[config.mk]
export PLATFORM = sky130hd
export DESIGN_NAME = message_id_latest_cache_unit
export DESIGN_NICKNAME = d
export VERILOG_FILES = /design/src/design/mlc_pkg.sv /design/src/design/mlc_ram.sv /design/src/design/mlc_front.sv /design/src/design/mlc_back.sv /design/src/design/message_id_latest_cache_unit.sv
export SDC_FILE = /design/constraint.sdc
export NUM_CORES = 2
export LEC_CHECK = 0
export BUFFER_PORTS_ARGS = -buffer_cell sky130_fd_sc_hd__buf_4
export CAP_MARGIN = 10
export CORE_UTILIZATION = 60
export DETAILED_ROUTE_END_ITERATION = 6
export GPL_TIMING_DRIVEN = 1
export HOLD_SLACK_MARGIN = 0.05
export PLACE_DENSITY_LB_ADDON = 0.05
export SLEW_MARGIN = 20
export SYNTH_ARGS = -nofsm -noshare
export SYNTH_HDL_FRONTEND = slang
export SYNTH_SLANG_ARGS = --single-unit
export TNS_END_PERCENT = 20
[constraint.sdc]
create_clock -name clk -period 13.2 [get_ports clk]
set_input_delay 1.98 -clock clk [delete_from_list [all_inputs] [get_ports clk]]
set_output_delay 1.98 -clock clk [all_outputs]
set_load 0.03 [all_outputs]
[src/design/mlc_pkg.sv]
`timescale 1ns / 1ps
`default_nettype none

package mlc_pkg;

	// table geometry
	localparam int TABLE_SLOTS = 16;
	localparam int SLOT_W      = (TABLE_SLOTS > 1) ? $clog2(TABLE_SLOTS) : 1;
	localparam int CNT_W       = $clog2(TABLE_SLOTS + 1);

	// command queue between front and back
	localparam int Q_DEPTH = 2;
	localparam int Q_PTR_W = (Q_DEPTH > 1) ? $clog2(Q_DEPTH) : 1;
	localparam int Q_CNT_W = $clog2(Q_DEPTH + 1);

	// stream widths
	localparam int IN_TDATA_W  = 88;
	localparam int IN_TUSER_W  = 2;
	localparam int OUT_TDATA_W = 104;
	localparam int OUT_TUSER_W = 1;

	typedef enum logic [1:0] {
		CMD_STORE      = 2'd0,
		CMD_GET_ID     = 2'd1,
		CMD_GET_LATEST = 2'd2,
		CMD_COUNT      = 2'd3
	} cmd_t;

	// classified operation; OP_NONE is any command while the table is off
	typedef enum logic [2:0] {
		OP_NONE,
		OP_STORE,
		OP_GET_ID,
		OP_GET_LATEST,
		OP_COUNT
	} op_t;

	typedef struct packed {
		logic [7:0] dest_component;
		logic [7:0] dest_system;
		logic [7:0] source_component;
		logic [7:0] source_system;
	} hdr_t;

	// key in the low bits, same layout as the input tdata
	typedef struct packed {
		logic [31:0] stamp;
		hdr_t        hdr;
		logic [23:0] key;
	} entry_t;

	typedef struct packed {
		op_t    op;
		entry_t ent;
	} item_t;

	typedef struct packed {
		logic        found;
		logic [4:0]  occupied;
		logic        updated;
		entry_t      ent;
		logic [3:0]  slot;
	} res_t;

	localparam int RES_DATA_W = $bits(res_t) - 1;
	localparam int OUT_PAD_W  = OUT_TDATA_W - RES_DATA_W;

endpackage

`default_nettype wire

[src/design/mlc_ram.sv]
`timescale 1ns / 1ps
`default_nettype none

module mlc_ram #(
	parameter int WIDTH = 8,
	parameter int DEPTH = 16,
	parameter int ADDR_W = (DEPTH > 1) ? $clog2(DEPTH) : 1
) (
	input  logic              clk,
	input  logic              wr_en,
	input  logic [ADDR_W-1:0] wr_addr,
	input  logic [WIDTH-1:0]  wr_data,
	input  logic              rd_en,
	input  logic [ADDR_W-1:0] rd_addr,
	output logic [WIDTH-1:0]  rd_data
);

	logic [WIDTH-1:0] mem_q [DEPTH];
	logic [WIDTH-1:0] rd_data_q;

	always_ff @(posedge clk) begin
		if (wr_en) begin
			mem_q[wr_addr] <= wr_data;
		end
		if (rd_en) begin
			rd_data_q <= mem_q[rd_addr];
		end
	end

	assign rd_data = rd_data_q;

endmodule

`default_nettype wire

[src/design/mlc_front.sv]
`timescale 1ns / 1ps
`default_nettype none

module mlc_front (
	input  logic                              clk,
	input  logic                              arst_n,
	input  logic                              cfg_valid,
	output logic                              cfg_ready,
	input  logic                              cfg_data,
	input  logic                              s_tvalid,
	output logic                              s_tready,
	input  logic [mlc_pkg::IN_TDATA_W-1:0]    s_tdata,
	input  logic [mlc_pkg::IN_TUSER_W-1:0]    s_tuser,
	output logic                              q_valid,
	output mlc_pkg::item_t                    q_item,
	input  logic                              q_pop
);

	import mlc_pkg::*;

	logic               enable_q;
	item_t              fifo_q [Q_DEPTH];
	logic [Q_PTR_W-1:0] wr_ptr_q;
	logic [Q_PTR_W-1:0] rd_ptr_q;
	logic [Q_CNT_W-1:0] fill_q;
	item_t              item_d;
	cmd_t               cmd;
	logic               push;

	assign cfg_ready = 1'b1;

	always_ff @(posedge clk or negedge arst_n) begin
		if (!arst_n) begin
			enable_q <= 1'b0;
		end else if (cfg_valid && cfg_ready) begin
			enable_q <= cfg_data;
		end
	end

	// classify
	always_comb begin
		cmd        = cmd_t'(s_tuser);
		item_d.ent = entry_t'(s_tdata);
		item_d.op  = OP_NONE;
		if (enable_q) begin
			unique case (cmd)
				CMD_STORE:      item_d.op = OP_STORE;
				CMD_GET_ID:     item_d.op = OP_GET_ID;
				CMD_GET_LATEST: item_d.op = OP_GET_LATEST;
				CMD_COUNT:      item_d.op = OP_COUNT;
				default:        item_d.op = OP_NONE;
			endcase
		end
	end

	assign s_tready = (fill_q != Q_CNT_W'(Q_DEPTH));
	assign push     = s_tvalid && s_tready;
	assign q_valid  = (fill_q != '0);
	assign q_item   = fifo_q[rd_ptr_q];

	always_ff @(posedge clk) begin
		if (push) begin
			fifo_q[wr_ptr_q] <= item_d;
		end
	end

	always_ff @(posedge clk or negedge arst_n) begin
		if (!arst_n) begin
			wr_ptr_q <= '0;
			rd_ptr_q <= '0;
			fill_q   <= '0;
		end else begin
			if (push) begin
				wr_ptr_q <= (wr_ptr_q == Q_PTR_W'(Q_DEPTH - 1)) ? '0 : wr_ptr_q + 1'b1;
			end
			if (q_pop) begin
				rd_ptr_q <= (rd_ptr_q == Q_PTR_W'(Q_DEPTH - 1)) ? '0 : rd_ptr_q + 1'b1;
			end
			if (push && !q_pop) begin
				fill_q <= fill_q + 1'b1;
			end else if (q_pop && !push) begin
				fill_q <= fill_q - 1'b1;
			end
		end
	end

endmodule

`default_nettype wire

[src/design/mlc_back.sv]
`timescale 1ns / 1ps
`default_nettype none

module mlc_back (
	input  logic           clk,
	input  logic           arst_n,
	input  logic           q_valid,
	input  mlc_pkg::item_t q_item,
	output logic           q_pop,
	output logic           m_valid,
	input  logic           m_ready,
	output mlc_pkg::res_t  m_res
);

	import mlc_pkg::*;

	typedef enum logic [2:0] {
		ST_IDLE = 3'b001,
		ST_SCAN = 3'b010,
		ST_FIN  = 3'b100
	} state_t;

	localparam logic [SLOT_W-1:0] LAST_IDX = SLOT_W'(TABLE_SLOTS - 1);

	state_t                   state_q;
	item_t                    item_q;
	logic [TABLE_SLOTS-1:0]   slot_valid_q;
	logic [TABLE_SLOTS-1:0]   slot_updated_q;
	logic [CNT_W-1:0]         cnt_q;
	logic [SLOT_W-1:0]        rd_idx_q;
	logic                     issue_q;
	logic                     cmp_live_s1;
	logic [SLOT_W-1:0]        cmp_idx_s1;
	logic                     hit_q;
	logic [SLOT_W-1:0]        hit_idx_q;
	entry_t                   ent_q;
	logic                     m_valid_q;
	res_t                     res_q;

	entry_t                   rd_ent;
	logic [$bits(entry_t)-1:0] rd_word;
	logic                     slot_ok;
	logic [31:0]              best;
	logic                     take;
	logic                     free_any;
	logic [SLOT_W-1:0]        free_idx;
	logic                     wr_req;
	logic                     alloc;
	logic [SLOT_W-1:0]        wr_slot;
	logic [CNT_W-1:0]         cnt_next;
	res_t                     res_d;
	logic                     out_free;
	logic                     fin_go;
	logic                     is_scan_op;

	mlc_ram #(
		.WIDTH($bits(entry_t)),
		.DEPTH(TABLE_SLOTS)
	) u_ram (
		.clk     (clk),
		.wr_en   (fin_go && wr_req),
		.wr_addr (wr_slot),
		.wr_data (item_q.ent),
		.rd_en   (issue_q),
		.rd_addr (rd_idx_q),
		.rd_data (rd_word)
	);

	assign rd_ent = entry_t'(rd_word);

	// compare stage: key match for store / get, newest nonzero stamp for latest
	always_comb begin
		slot_ok = slot_valid_q[cmp_idx_s1];
		best    = hit_q ? ent_q.stamp : 32'd0;
		if (item_q.op == OP_GET_LATEST) begin
			take = cmp_live_s1 && slot_ok && (rd_ent.stamp > best);
		end else begin
			take = cmp_live_s1 && slot_ok && !hit_q && (rd_ent.key == item_q.ent.key);
		end
	end

	// lowest free slot
	always_comb begin
		free_any = 1'b0;
		free_idx = '0;
		for (int k = TABLE_SLOTS - 1; k >= 0; k--) begin
			if (!slot_valid_q[k]) begin
				free_any = 1'b1;
				free_idx = SLOT_W'(k);
			end
		end
	end

	// result of the finished command
	always_comb begin
		res_d   = '0;
		wr_req  = 1'b0;
		alloc   = 1'b0;
		wr_slot = hit_idx_q;
		case (item_q.op)
			OP_STORE: begin
				if (hit_q) begin
					wr_req = 1'b1;
				end else if (free_any) begin
					wr_req  = 1'b1;
					alloc   = 1'b1;
					wr_slot = free_idx;
				end
				if (wr_req) begin
					res_d.found   = 1'b1;
					res_d.slot    = 4'(wr_slot);
					res_d.ent     = item_q.ent;
					res_d.updated = 1'b1;
				end
			end
			OP_GET_ID, OP_GET_LATEST: begin
				if (hit_q) begin
					res_d.found   = 1'b1;
					res_d.slot    = 4'(hit_idx_q);
					res_d.ent     = ent_q;
					res_d.updated = slot_updated_q[hit_idx_q];
				end
			end
			default: ;
		endcase
		cnt_next = cnt_q + {{(CNT_W - 1){1'b0}}, alloc};
		if (item_q.op != OP_NONE) begin
			res_d.occupied = 5'(cnt_next);
		end
	end

	assign out_free   = !m_valid_q || m_ready;
	assign fin_go     = (state_q == ST_FIN) && out_free;
	assign q_pop      = (state_q == ST_IDLE) && q_valid;
	assign is_scan_op = (q_item.op == OP_STORE) || (q_item.op == OP_GET_ID) ||
	                    (q_item.op == OP_GET_LATEST);

	// payload
	always_ff @(posedge clk) begin
		if (q_pop) begin
			item_q <= q_item;
		end
		if (take) begin
			ent_q     <= rd_ent;
			hit_idx_q <= cmp_idx_s1;
		end
		if (fin_go) begin
			res_q <= res_d;
		end
		cmp_idx_s1 <= rd_idx_q;
	end

	// control
	always_ff @(posedge clk or negedge arst_n) begin
		if (!arst_n) begin
			state_q        <= ST_IDLE;
			slot_valid_q   <= '0;
			slot_updated_q <= '0;
			cnt_q          <= '0;
			rd_idx_q       <= '0;
			issue_q        <= 1'b0;
			cmp_live_s1    <= 1'b0;
			hit_q          <= 1'b0;
			m_valid_q      <= 1'b0;
		end else begin
			cmp_live_s1 <= issue_q;
			if (take) begin
				hit_q <= 1'b1;
			end
			if (issue_q) begin
				if (rd_idx_q == LAST_IDX) begin
					issue_q <= 1'b0;
				end else begin
					rd_idx_q <= rd_idx_q + 1'b1;
				end
			end
			if (fin_go) begin
				m_valid_q <= 1'b1;
			end else if (m_ready) begin
				m_valid_q <= 1'b0;
			end
			unique case (state_q)
				ST_IDLE: begin
					if (q_valid) begin
						hit_q <= 1'b0;
						if (is_scan_op) begin
							rd_idx_q <= '0;
							issue_q  <= 1'b1;
							state_q  <= ST_SCAN;
						end else begin
							state_q <= ST_FIN;
						end
					end
				end
				ST_SCAN: begin
					if (cmp_live_s1 && (cmp_idx_s1 == LAST_IDX)) begin
						state_q <= ST_FIN;
					end
				end
				ST_FIN: begin
					if (out_free) begin
						if (wr_req) begin
							slot_valid_q[wr_slot]   <= 1'b1;
							slot_updated_q[wr_slot] <= 1'b1;
						end
						cnt_q   <= cnt_next;
						state_q <= ST_IDLE;
					end
				end
				default: state_q <= ST_IDLE;
			endcase
		end
	end

	assign m_valid = m_valid_q;
	assign m_res   = res_q;

endmodule

`default_nettype wire

[src/design/message_id_latest_cache_unit.sv]
// Latest-message cache: one entry per message id, TABLE_SLOTS slots.
//
// Channels:
//   cfg    : one-bit table enable, written when cfg_valid && cfg_ready
//            (always ready). Write it only while the block is idle.
//   s_*    : command transfers. tuser = command (store, get by id,
//            get latest, count), tdata = id, header ids and timestamp.
//   m_*    : one result transfer per command, tuser = found flag.
// Operation:
//   A store, get by id or get latest reads the slot RAM one slot per
//   cycle and scans all TABLE_SLOTS slots before its result goes to the
//   output register. Count and any command while the table is disabled
//   skip the scan. The slot RAM read port sets the command rate.
//   A two-deep command queue takes new commands while one is scanned
//   and while a result waits at the output.
// Reset: table empty (all slots free, updated marks clear), table disabled,
//   queue and output empty. No clearing pass is needed.
// Stall: with m_tready low the result holds in the output register; the
//   back end finishes its scan and waits, the queue fills, then s_tready
//   drops.
`timescale 1ns / 1ps
`default_nettype none

module message_id_latest_cache_unit (
	input  logic                              clk,
	input  logic                              arst_n,
	// configuration write
	input  logic                              cfg_valid,
	output logic                              cfg_ready,
	input  logic                              cfg_data,
	// command stream
	input  logic                              s_tvalid,
	output logic                              s_tready,
	// [23:0] message_id, [31:24] source_system, [39:32] source_component,
	// [47:40] dest_system, [55:48] dest_component, [87:56] arrival_time
	input  logic [mlc_pkg::IN_TDATA_W-1:0]    s_tdata,
	// [1:0] command
	input  logic [mlc_pkg::IN_TUSER_W-1:0]    s_tuser,
	// result stream
	output logic                              m_tvalid,
	input  logic                              m_tready,
	// [3:0] slot, [27:4] entry_message_id, [35:28] entry_source_system,
	// [43:36] entry_source_component, [51:44] entry_dest_system,
	// [59:52] entry_dest_component, [91:60] entry_time, [92] entry_updated,
	// [97:93] occupied_count, [103:98] zero
	output logic [mlc_pkg::OUT_TDATA_W-1:0]   m_tdata,
	// [0] found
	output logic [mlc_pkg::OUT_TUSER_W-1:0]   m_tuser
);

	import mlc_pkg::*;

	logic  q_valid;
	item_t q_item;
	logic  q_pop;
	res_t  res;

	// front: config register, classification, command queue
	mlc_front u_front (
		.clk       (clk),
		.arst_n    (arst_n),
		.cfg_valid (cfg_valid),
		.cfg_ready (cfg_ready),
		.cfg_data  (cfg_data),
		.s_tvalid  (s_tvalid),
		.s_tready  (s_tready),
		.s_tdata   (s_tdata),
		.s_tuser   (s_tuser),
		.q_valid   (q_valid),
		.q_item    (q_item),
		.q_pop     (q_pop)
	);

	// back: slot scan, table update, output register
	mlc_back u_back (
		.clk     (clk),
		.arst_n  (arst_n),
		.q_valid (q_valid),
		.q_item  (q_item),
		.q_pop   (q_pop),
		.m_valid (m_tvalid),
		.m_ready (m_tready),
		.m_res   (res)
	);

	// everything but the found flag goes to tdata, zero padded to bytes
	assign m_tdata = {{OUT_PAD_W{1'b0}}, res.occupied, res.updated, res.ent, res.slot};
	assign m_tuser = res.found;

endmodule

`default_nettype wire

==> metrics.csv <==
metric;value;unit
antenna violations before repair;5;
initial DRC count;3878;
# IOs;204;
part of the cycle the worst path needs;44.3;%
register bit total from synthesis;2017;
Die Footprint;127000;sq um
crit-path cells;buf_4 -> nand2_1 -> ha_1 -> nand4_1 -> or4_1 -> or3_1 -> o22ai_1 -> nor2_1 -> nor2_4 -> buf_4 -> buf_4;
Post-synth EDFFs;1960;
Clock Skew;0.0239;ns
pin count of the biggest net entering global routing;110;
Post-Synth Adder-Cell Area;0.647;%
via density per instance;6.49;
Clk Latency, worst-skew pair;0.82;ns
syn avg cell area;23.8;sq um
Reg area;60300;sq um
setup tns final;0;ns
CTS root buffer;clkbuf_16;
clk buf depth;3;
placed inst area;79000;sq um
row cnt;129;
post_cts resized;0;
max-slew violation count;0;
CTS buffer count;196;
max_slew headroom;21.7;%
MaxCap Viol Count;0;
crit path DAT;6.27;ns
Die Ht;357;um
CTS Hold Buffers Added;0;
Reg2Reg Depth;11;
H-tree level count;4;
hold slack;0.415;ns
core area;124000;sq um
Multi-input gate area;14600;sq um
Slew @ Worst Pin;1.17;ns
mux share of post-synthesis cell area;14.8;%
fmax;171;MHz
vias in the first global route;35500;
post-synthesis async set-or-reset flop share;2.63;%
Avg WL per Cell;31.0;um
Final ANT Viol Nets;0;
post-route design area;85300;sq um
setup violators final;0;
main combinational cell family by area after synthesis;multiplexers;
share of cells above drive strength 1;31.2;%
Simple-Gate Fraction of Synth Area;1.20;%
I/O Buffers;196;
Yosys warnings;0;
hold depth;0;
Leak;27.4;nW
Area Overhead vs Synth;13.0;%
Max FO, Critical Path;74;
synthesized instance count;3173;
final hold vios;0;
global-route wire length before repair;240000;um
via count;34300;
routability congestion estimate from global placement;0.810;
post-route insts no fill;5281;
Worst Hold Class;reg2reg;
critical path type;reg2reg;
Post-Synth XOR/XNOR Area;0.418;%
synth unique cells;65;
antenna cells;0;
cell mode on critical path;buf_4;
Post-CTS Setup Bufs;0;
Critical Path RT;13.63;ns
Routed WL;164000;um
unrepaired setup endpoints after global routing;false;
most common flop cell mapped by yosys;edfxtp_1;
Crit. End Element;flip-flop;
CP startpoint kind;flip-flop;
Filler Cells Inserted;7537;
Initial Util;60.7;%
PD cells;221;nW/um^2
register area share after synthesis;79.9;%
global-route usage over all layers;26.5;%
CP max-delay cell;nor2_4;
Die W;357;um
Post-Syn Area;75500;sq um
global route total overflow;0;
Sink Count;2017;
Final Net Count;3616;
compound-gate portion of the synthesized area;2.01;%
CTS tree;done;
# DRC;0;
hpwl dp;89200;um
outcome;finished clean;
clk slew on worst S/H paths;0.06;ns
DRT Pass-1 Iters;5;
final core utilization;68.6;%
dpl cells;4920;
min Tclk post-route;5.84;ns
worst vdd ir;0.162;mV
Crit path largest cell delay;0.78;ns
## sequential cells by signal, indices dropped and copies added (netlist names), 16 cells and up
signal	cells
u_back.ent_q	88
u_front.fifo_q	182
u_back.item_q	91
u_back.u_ram.rd_data	88
u_back.slot_updated_q	16
u_back.u_ram.mem_q	1408
u_back.slot_valid_q	16
u_back.m_res	99
## cell type report
class | instances | share of cell area (%)
repair buffers | 260 | 2.31
well taps | 1637 | 2.40
inverters | 16 | 0.0734
clock inverters | 117 | 1.24
flip-flops and latches | 2017 | 70.7
multi-input cells | 990 | 17.1
clock buffers | 244 | 6.12
## cells by family (layout without fill, tap and decap cells)
family	after synthesis	count (layout)
buffers and inverters	171	637
muxes	543	543
xor gates and xnor gates	36	36
AOI/OAI and AO/OA	177	177
DFF	2017	2017
other	2	7
adders and majority gates	39	39
and+or+nand+nor	188	188
## metal layers
metal  track usage [%]  vias up  wire, um
met5                 0        -         0
met1              39.1    18400     67600
met2              41.2     1509     79500
met4              7.19        0      3470
li1                  -    14100         -
met3              5.09      233     13200
## critical path, delay by kind of cell (launching register included)
kind	cells	cell delay, ns
AO/OA/AOI/OAI	1	0.39
adder cells (fa/ha/maj)	1	0.37
buffers and inverters	3	1.92
flip-flops	1	0.34
AND/OR/NAND/NOR	6	2.25
## Yosys cell counts (3+ instances only)
cell / n / area (sq um)
nand2_1: 69 / 259
nor2b_1: 4 / 25.0
clkbuf_1: 84 / 315
dfrtp_1: 52 / 1300
and4_1: 3 / 26.3
dfxtp_1: 4 / 80.1
and2_1: 6 / 37.5
xor2_1: 32 / 280
and3_1: 4 / 25.0
o21bai_2: 14 / 158
a21oi_1: 19 / 95.1
mux4_2: 449 / 10100
a21o_1: 3 / 22.5
nor2_1: 46 / 173
o221ai_1: 3 / 26.3
a22o_1: 57 / 499
buf_6: 4 / 45.0
nand2b_1: 5 / 31.3
o21bai_1: 13 / 97.6
nor4_1: 7 / 43.8
edfxtp_1: 1960 / 58900
nand3_1: 14 / 70.1
buf_4: 16 / 120
a211oi_1: 3 / 22.5
ha_1: 39 / 488
buf_1: 15 / 56.3
buf_2: 36 / 180
nand4_1: 15 / 93.8
o21ai_0: 12 / 60.1
nor3_1: 5 / 25.0
inv_1: 15 / 56.3
mux2_2: 93 / 1050
xnor2_1: 4 / 35.0
a32o_1: 31 / 310
## power by group
part	internal, mW	total [mW]	leakage, nW	switching (mW)
Sequential	8.56	9.68	18.6	1.12
Combinational	1.80	3.74	5.76	1.94
Clock	3.18	5.46	3.10	2.28
Total	13.5	18.9	27.4	5.34
## placed cells by master (no fill, tap or decap), types with 6 or more instances in the layout
| master | n |
|---|---|
| a21oi_1 | 18 |
| mux2_2 | 93 |
| o21ai_0 | 12 |
| dfrtp_4 | 6 |
| nor4_1 | 7 |
| o21bai_1 | 13 |
| xor2_1 | 32 |
| nand3_1 | 14 |
| buf_4 | 257 |
| nand2_1 | 69 |
| clkinv_2 | 44 |
| bufinv_16 | 20 |
| conb_1 | 7 |
| edfxtp_1 | 1960 |
| nor2_4 | 19 |
| clkbuf_1 | 40 |
| o21bai_2 | 14 |
| nor2_1 | 27 |
| a22o_1 | 57 |
| clkinv_1 | 45 |
| nand4_1 | 15 |
| ha_1 | 39 |
| mux4_2 | 449 |
| dfrtp_1 | 45 |
| clkbuf_16 | 201 |
| a32o_1 | 31 |
| inv_1 | 14 |
## through the flow
step,setup WS [ns],total power [mW]
after global routing,7.21,19.6
after floorplan,3.99,12.1
after detailed placement,7.46,13.6
after global placement,7.54,13.5
after CTS,7.35,19.0
final,7.36,18.9
## path summary, 6_finish.rpt
kind                                 endpoint  slack (ns)                startpoint
min in group asynchronous    u_front.enable_q        1.20                    arst_n
max                          u_back.ent_q[64]        7.36              u_back.hit_q
min reg2reg                  u_back.ent_q[33]        0.42  u_back.u_ram.rd_data[33]
max reg2reg                  u_back.ent_q[64]        7.36              u_back.hit_q
max in group asynchronous  u_back.rd_idx_q[0]       11.43                    arst_n
min                          u_back.ent_q[33]        0.42  u_back.u_ram.rd_data[33]
No activity file was read; power rests on OpenSTA's default activity.
